[config.mk]
export PLATFORM = sky130hd
export DESIGN_NAME = uuid_text_to_bytes_flat
export DESIGN_NICKNAME = d
export VERILOG_FILES = /design/src/utb_pkg.sv /design/src/utb_if.sv /design/src/uuid_text_to_bytes.sv /design/src/flat_wrapper.sv
export SDC_FILE = /design/constraint.sdc
export NUM_CORES = 1
export LEC_CHECK = 0
export BUFFER_PORTS_ARGS = -buffer_cell sky130_fd_sc_hd__buf_2
export CORE_ASPECT_RATIO = 0.9
export CORE_UTILIZATION = 35
export CTS_BUF_LIST = sky130_fd_sc_hd__clkbuf_4
export DETAILED_ROUTE_END_ITERATION = 8
export SYNTH_ARGS = -nofsm -noshare
export SYNTH_HDL_FRONTEND = slang
export SYNTH_SLANG_ARGS = --single-unit
[constraint.sdc]
create_clock -name clk -period 9.4 [get_ports clk]
set_input_delay 1.88 -clock clk [delete_from_list [all_inputs] [get_ports clk]]
set_output_delay 1.88 -clock clk [all_outputs]
set_load 0.005 [all_outputs]
[src/utb_pkg.sv]
// Package for the UUID text parser: field codes, string layout constants and decode helpers.
package utb_pkg;

  localparam int unsigned POS_W = 6;
  localparam int unsigned UNIT_W = 16;
  localparam int unsigned NIB_W = 4;
  localparam int unsigned NUM_BYTES = 16;
  localparam int unsigned HALF_W = 64;

  localparam logic [POS_W-1:0] UUID_TEXT_LEN = POS_W'(36);
  localparam logic [POS_W-1:0] POS_SATURATE = POS_W'(37);
  localparam logic [UNIT_W-1:0] DASH_UNIT = 16'h002D;
  localparam logic [UNIT_W-1:0] END_UNIT = 16'h0000;

  // input action codes
  localparam logic ACT_UNIT = 1'b0;
  localparam logic ACT_NIL = 1'b1;

  // result status codes
  localparam logic ST_OK = 1'b0;
  localparam logic ST_INVALID = 1'b1;

  typedef struct packed {
    logic       dash;     // position must hold '-'
    logic [3:0] byte_idx; // target byte in the binary layout
    logic       low_nib;  // digit goes to the low nibble
  } slot_t;

  typedef struct packed {
    logic             hex;
    logic [NIB_W-1:0] value;
  } digit_t;

  // Text position to binary slot; the first three groups are byte-reversed.
  function automatic slot_t slot_of_pos(input logic [POS_W-1:0] pos);
    logic [4:0] slot;
    slot_t      s;
    s = '0;
    slot = '0;
    unique case (pos)
      6'd0:  slot = 5'd6;
      6'd1:  slot = 5'd7;
      6'd2:  slot = 5'd4;
      6'd3:  slot = 5'd5;
      6'd4:  slot = 5'd2;
      6'd5:  slot = 5'd3;
      6'd6:  slot = 5'd0;
      6'd7:  slot = 5'd1;
      6'd9:  slot = 5'd10;
      6'd10: slot = 5'd11;
      6'd11: slot = 5'd8;
      6'd12: slot = 5'd9;
      6'd14: slot = 5'd14;
      6'd15: slot = 5'd15;
      6'd16: slot = 5'd12;
      6'd17: slot = 5'd13;
      6'd19: slot = 5'd16;
      6'd20: slot = 5'd17;
      6'd21: slot = 5'd18;
      6'd22: slot = 5'd19;
      6'd24: slot = 5'd20;
      6'd25: slot = 5'd21;
      6'd26: slot = 5'd22;
      6'd27: slot = 5'd23;
      6'd28: slot = 5'd24;
      6'd29: slot = 5'd25;
      6'd30: slot = 5'd26;
      6'd31: slot = 5'd27;
      6'd32: slot = 5'd28;
      6'd33: slot = 5'd29;
      6'd34: slot = 5'd30;
      6'd35: slot = 5'd31;
      default: s.dash = 1'b1; // dash positions; past the end the result is unused
    endcase
    s.byte_idx = slot[4:1];
    s.low_nib = slot[0];
    return s;
  endfunction

  // Case-insensitive hex digit, full 16-bit compare.
  function automatic digit_t hex_digit(input logic [UNIT_W-1:0] u);
    digit_t d;
    d = '0;
    if (u >= 16'h0030 && u <= 16'h0039) begin
      d.hex = 1'b1;
      d.value = NIB_W'(u - 16'h0030);
    end else if (u >= 16'h0061 && u <= 16'h0066) begin
      d.hex = 1'b1;
      d.value = NIB_W'(u - 16'h0057);
    end else if (u >= 16'h0041 && u <= 16'h0046) begin
      d.hex = 1'b1;
      d.value = NIB_W'(u - 16'h0037);
    end
    return d;
  endfunction

endpackage

[src/utb_if.sv]
// Channel interfaces: code unit words in, parsed UUID words out.
interface utb_in_if;
  logic                         valid;
  logic                         ready;
  logic                         action;
  logic [utb_pkg::UNIT_W-1:0]   code_unit;
  modport source(output valid, action, code_unit, input ready);
  modport sink(input valid, action, code_unit, output ready);
endinterface

interface utb_out_if;
  logic                         valid;
  logic                         ready;
  logic                         status;
  logic [utb_pkg::HALF_W-1:0]   bytes_low;
  logic [utb_pkg::HALF_W-1:0]   bytes_high;
  modport source(output valid, status, bytes_low, bytes_high, input ready);
  modport sink(input valid, status, bytes_low, bytes_high, output ready);
endinterface

[src/uuid_text_to_bytes.sv]
// Top level: unbraced UUID text parser, one UTF-16 code unit per word.
//
//  channel   dir  payload                          word
//  in_word   in   action, code_unit[15:0]          one code unit, or a nil request
//  out_word  out  status, bytes_low, bytes_high    one result per terminator or nil
//
// One word per cycle while in_word.ready is high; a word is checked and stored
// in the cycle it is taken. A result sits in the output register from the cycle
// after its terminator or nil word is taken and stays there until taken.
// in_word.ready is low only while a result waits and out_word.ready is low.
// rst_n (synchronous) clears the position count, the error flag and the
// output valid; the assembled bytes are not reset.
module uuid_text_to_bytes (
  input  logic        clk,
  input  logic        rst_n,
  utb_in_if.sink      in_word,
  utb_out_if.source   out_word
);

  // string state
  logic [utb_pkg::POS_W-1:0] pos_r, pos_nxt;
  logic                      bad_r, bad_nxt;
  logic [7:0]                bytes_r [utb_pkg::NUM_BYTES];

  // output register
  logic                       out_valid_r, out_valid_nxt;
  logic                       status_r;
  logic [utb_pkg::HALF_W-1:0] bytes_low_r, bytes_high_r;

  logic                       accept;
  logic                       is_nil, is_end, is_char, in_text, ok;
  utb_pkg::slot_t             slot;
  utb_pkg::digit_t            digit;
  logic                       nib_we;
  logic [utb_pkg::HALF_W-1:0] asm_low, asm_high;

  // output register frees up whenever its word is taken
  assign in_word.ready = !out_valid_r || out_word.ready;
  assign accept = in_word.valid && in_word.ready;

  assign is_nil = (in_word.action == utb_pkg::ACT_NIL);
  assign is_end = !is_nil && (in_word.code_unit == utb_pkg::END_UNIT);
  assign is_char = !is_nil && !is_end;
  assign in_text = (pos_r < utb_pkg::UUID_TEXT_LEN);

  assign slot = utb_pkg::slot_of_pos(pos_r);
  assign digit = utb_pkg::hex_digit(in_word.code_unit);
  assign nib_we = accept && is_char && in_text && !slot.dash && digit.hex;

  assign ok = (pos_r == utb_pkg::UUID_TEXT_LEN) && !bad_r;

  // bytes 0..7 and 8..15, little end first
  always_comb begin
    for (int i = 0; i < 8; i++) begin
      asm_low[8*i +: 8] = bytes_r[i];
      asm_high[8*i +: 8] = bytes_r[8+i];
    end
  end

  always_comb begin
    pos_nxt = pos_r;
    bad_nxt = bad_r;
    if (accept) begin
      if (is_char) begin
        if (in_text) begin
          if (slot.dash) begin
            if (in_word.code_unit != utb_pkg::DASH_UNIT) begin
              bad_nxt = 1'b1;
            end
          end else if (!digit.hex) begin
            bad_nxt = 1'b1;
          end
        end
        // count stops one past full length; too long still fails
        if (pos_r < utb_pkg::POS_SATURATE) begin
          pos_nxt = pos_r + 1'b1;
        end
      end else begin
        pos_nxt = '0;
        bad_nxt = 1'b0;
      end
    end
  end

  always_comb begin
    out_valid_nxt = out_valid_r;
    if (accept && !is_char) begin
      out_valid_nxt = 1'b1;
    end else if (out_word.ready) begin
      out_valid_nxt = 1'b0;
    end
  end

  always_ff @(posedge clk) begin
    if (!rst_n) begin
      pos_r <= '0;
      bad_r <= 1'b0;
      out_valid_r <= 1'b0;
    end else begin
      pos_r <= pos_nxt;
      bad_r <= bad_nxt;
      out_valid_r <= out_valid_nxt;
    end
  end

  // nibble write into the assembly buffer
  always_ff @(posedge clk) begin
    if (nib_we) begin
      if (slot.low_nib) begin
        bytes_r[slot.byte_idx][3:0] <= digit.value;
      end else begin
        bytes_r[slot.byte_idx][7:4] <= digit.value;
      end
    end
  end

  // result payload: bytes only on a good string, zero for nil or failure
  always_ff @(posedge clk) begin
    if (accept && !is_char) begin
      if (is_nil) begin
        status_r <= utb_pkg::ST_OK;
        bytes_low_r <= '0;
        bytes_high_r <= '0;
      end else if (ok) begin
        status_r <= utb_pkg::ST_OK;
        bytes_low_r <= asm_low;
        bytes_high_r <= asm_high;
      end else begin
        status_r <= utb_pkg::ST_INVALID;
        bytes_low_r <= '0;
        bytes_high_r <= '0;
      end
    end
  end

  assign out_word.valid = out_valid_r;
  assign out_word.status = status_r;
  assign out_word.bytes_low = bytes_low_r;
  assign out_word.bytes_high = bytes_high_r;

endmodule
[src/flat_wrapper.sv]
// flat-port wrapper written by rule: the top's interface ports become plain ports
module uuid_text_to_bytes_flat 
  (clk, rst_n, in_word_valid, in_word_action, in_word_code_unit, in_word_ready, out_word_valid, out_word_status, out_word_bytes_low, out_word_bytes_high, out_word_ready);
  utb_in_if in_word_i ();
  utb_out_if out_word_i ();
  input  logic clk;
  input  logic rst_n;
  input wire logic [$bits(in_word_i.valid)-1:0] in_word_valid;
  input wire logic [$bits(in_word_i.action)-1:0] in_word_action;
  input wire logic [$bits(in_word_i.code_unit)-1:0] in_word_code_unit;
  output wire logic [$bits(in_word_i.ready)-1:0] in_word_ready;
  output wire logic [$bits(out_word_i.valid)-1:0] out_word_valid;
  output wire logic [$bits(out_word_i.status)-1:0] out_word_status;
  output wire logic [$bits(out_word_i.bytes_low)-1:0] out_word_bytes_low;
  output wire logic [$bits(out_word_i.bytes_high)-1:0] out_word_bytes_high;
  input wire logic [$bits(out_word_i.ready)-1:0] out_word_ready;
  assign in_word_i.valid = in_word_valid;
  assign in_word_i.action = in_word_action;
  assign in_word_i.code_unit = in_word_code_unit;
  assign in_word_ready = in_word_i.ready;
  assign out_word_valid = out_word_i.valid;
  assign out_word_status = out_word_i.status;
  assign out_word_bytes_low = out_word_i.bytes_low;
  assign out_word_bytes_high = out_word_i.bytes_high;
  assign out_word_i.ready = out_word_ready;
  uuid_text_to_bytes u_core (.clk(clk), .rst_n(rst_n), .in_word(in_word_i), .out_word(out_word_i));
endmodule
==> results.sh <==
export IMPL_status="completed"
export IMPL_clkSinkCount=265
export IMPL_numPortBuffers=151
export IMPL_die_area_mm2=0.02955
export IMPL_worstMarginPinSlew_ps=1141
export IMPL_hold_violations=0
export IMPL_drive_gt1_share_pct=32.91
export IMPL_power_density_mw_per_mm2=194.1
export IMPL_post_route_util_pct=43.25
export IMPL_fin_crit_ps=4518
export IMPL_syn_nets=647
export IMPL_rr_endpoint="u_core.bytes_r[4][3]"
export IMPL_path_buf_inv=2
export IMPL_start_kind="input pin"
export IMPL_clk_pin_slew_ps=50
export IMPL_placed_cell_area_mm2=0.01130
export IMPL_end_kind="register"
export IMPL_final_cells=1222
export IMPL_die_w_um=181.1
export IMPL_max_freq_mhz=221.4
export IMPL_synth_warnings=0
export IMPL_cts_repair_resized=0
export IMPL_die_y_um=163.2
export IMPL_rsz0062_at_grt="false"
export IMPL_cts_tree="done"
export IMPL_drc=0
export IMPL_grt_pass1_vias=5782
export IMPL_cpPeakStageDelay_ps=880
export IMPL_drtAntennaViolNets=0
export IMPL_crit_cells=7
export IMPL_num_rows=58
export IMPL_worstHoldPathType="reg2reg"
export IMPL_track_usage_pct=14.14
export IMPL_dr_pass1_iters=6
export IMPL_endpoint="u_core.bytes_r[4][3]"
export IMPL_tns_ps=0
export IMPL_path_cells="buf_2 > inv_1 > ha_1 > nor4b_1 > a211oi_2 > nand4b_1 > nor4_1"
export IMPL_drt_vias_per_instance=4.764
export IMPL_clock_latency_ps=660
export IMPL_rrSetupSlack_ps=5620
export IMPL_fin_crit_sh_pct=48.06
export IMPL_crit_family="simple AND/OR/NAND/NOR gates"
export IMPL_avgSynthCellArea_um2=16.37
export IMPL_rr_worst_depth=5
export IMPL_drt_iter0_drc=404
export IMPL_cts_buffers=72
export IMPL_vias=5821
export IMPL_grt_overflow=0
export IMPL_fp_coreArea_mm2=0.02816
export IMPL_cp_max_fo=10
export IMPL_timing_rr_start="u_core.pos_r[3]"
export IMPL_final_setup_skew_ps=27.81
export IMPL_p_leak_nw=4.346
export IMPL_areaGrowthSynthToFinish_pct=20.56
export IMPL_grt_pass1_wl_um=31630
export IMPL_synth_cell_type_count=60
export IMPL_htree_levels=3
export IMPL_ir_worst_vdd_v=0.00008406
export IMPL_drv_cap=0
export IMPL_synthCells=617
export IMPL_initial_utilization_pct=35.88
export IMPL_wl_per_cell_um=17.11
export IMPL_synth_seq_cells=265
export IMPL_wl_um=20900
export IMPL_relSlewSlack_pct=23.92
export IMPL_io_pins=152
export IMPL_crit_slowest_cell="nor4_1"
export IMPL_final_cell_area_mm2=0.01218
export IMPL_cts_setup_buffers=0
export IMPL_total_power_mw=2.364
export IMPL_antenna_found_initial=1
export IMPL_path_class="in2reg"
export IMPL_grt_max_degree=129
export IMPL_clockRootBuffer="clkbuf_4"
export IMPL_finalMaxSlewViolations=0
export IMPL_cts_max_path_buffers=3
export IMPL_syn_area_mm2=0.01010
export IMPL_synth_seq_area_share_pct=77.98
export IMPL_worstPathArrival_ps=4780
export IMPL_ys_flop_type="edfxtp_1"
export IMPL_setup_viol=0
export IMPL_dpl_hpwl_um=12430
export IMPL_ys_async_sr_fraction_pct=0
export IMPL_gp_congestion=0.8171
export IMPL_ctsHoldBuffers=0
export IMPL_fin_nets=849
export IMPL_required_ps=9660
export IMPL_dpl_cell_count=1105
export IMPL_synth_edff_count=257
export IMPL_critPathLaunch="in_word_code_unit[0]"
[state kept, by name, indices dropped and copies added, names as in the netlist]
| name | flops |
|---|---|
| u_core.bytes_r | 128 |
| u_core.out_word.valid | 1 |
| out_word_bytes_low | 64 |
| out_word_bytes_high | 64 |
| u_core.out_word.status | 1 |
| u_core.pos_r | 6 |
| u_core.bad_r | 1 |
[through the flow]
step	hold WS (ps)	setup WS (ps)
after floorplan	440.4	388.1
after detailed placement	467.5	4234
final	476.2	4882
after CTS	481.8	4930
after global routing	502.3	4706
after global placement	457.5	4370
[cells in the final DEF, fill, tap and decap left out, types with 5 or more instances in the layout]
master,instances
edfxtp_1,257
buf_2,151
and2_1,130
clkbuf_4,95
nor3_1,20
nor4_1,18
nand2_1,15
inv_1,11
o21ai_0,11
ha_1,9
clkinv_1,9
a21oi_1,8
nand3_1,8
dfxtp_1,8
nor2_1,7
buf_4,7
clkinv_2,5
[worst reg2reg max path, stage by stage (launching register included)]
cell and delay, ps:
dfxtp_1 530, nor3_1 450, o211ai_1 190, a211oi_2 650, nand4b_1 690, nor4_1 880
[power by group]
| part | total, mW | switching [mW] | internal (mW) |
|---|---|---|---|
| sequential | 1.31 | 0.00672 | 1.30 |
| clock | 0.989 | 0.440 | 0.549 |
| combinational | 0.0648 | 0.0412 | 0.0236 |
| total | 2.36 | 0.488 | 1.88 |
[synth_stat cells, drive strengths merged (3+ instances only)]
library cell / instances / area [µm²]
edfxtp: 257 / 7717
and2: 130 / 813.3
clkbuf: 26 / 97.59
nor3: 20 / 100.1
nor4: 19 / 133.9
nand2: 15 / 56.30
inv: 11 / 41.29
o21ai: 11 / 55.05
ha: 9 / 112.6
nand3: 9 / 50.05
nor2: 9 / 33.78
a21oi: 8 / 40.04
dfxtp: 8 / 160.2
or4: 5 / 41.29
buf: 4 / 32.53
nand2b: 4 / 25.02
nand4: 4 / 25.02
nor2b: 4 / 25.02
o211ai: 4 / 30.03
o31ai: 4 / 30.03
a21o: 3 / 22.52
nor3b: 3 / 22.52
nor4b: 3 / 26.28
or2: 3 / 18.77
[layout make-up]
cell class                      instances  area, µm²
Timing Repair Buffer                  158      808.3
Multi-Input combinational cell        311       2120
Antenna cell                            2      5.005
Sequential cell                       265       7878
Clock inverter                         20      163.9
Tap cell                              360      450.4
Inverter                               11      41.29
Fill cell                            2580      15980
Clock buffer                           95      713.2
[worst min path at each step]
stage                  from           end  cells past startpoint
2_1_floorplan  u_core.bad_r  u_core.bad_r                      2
3_3_place_gp   u_core.bad_r  u_core.bad_r                      2
3_5_place_dp   u_core.bad_r  u_core.bad_r                      2
4_1_cts        u_core.bad_r  u_core.bad_r                      2
5_1_grt        u_core.bad_r  u_core.bad_r                      2
6_report       u_core.bad_r  u_core.bad_r                      2
[logic make-up after synthesis]
| logic type | Yosys count | share of synthesized area, % |
|---|---|---|
| flops | 265 | 77.98 |
| simple gates | 239 | 14.47 |
| compound gates | 60 | 4.434 |
| buf+inv | 41 | 1.697 |
| fa+ha+maj | 9 | 1.115 |
| mux | 3 | 0.3096 |
[per-layer routing]
layer  vias up  global-route usage (%)  part of all wire [%]
met5         -                       0                     0
met4         0                   6.972                   2.4
met3        47                   3.612                   4.7
met2       182                   22.74                    49
met1      2813                   17.84                    44
li1       2779                       -                     -
(Power assumes the default switching activity.)
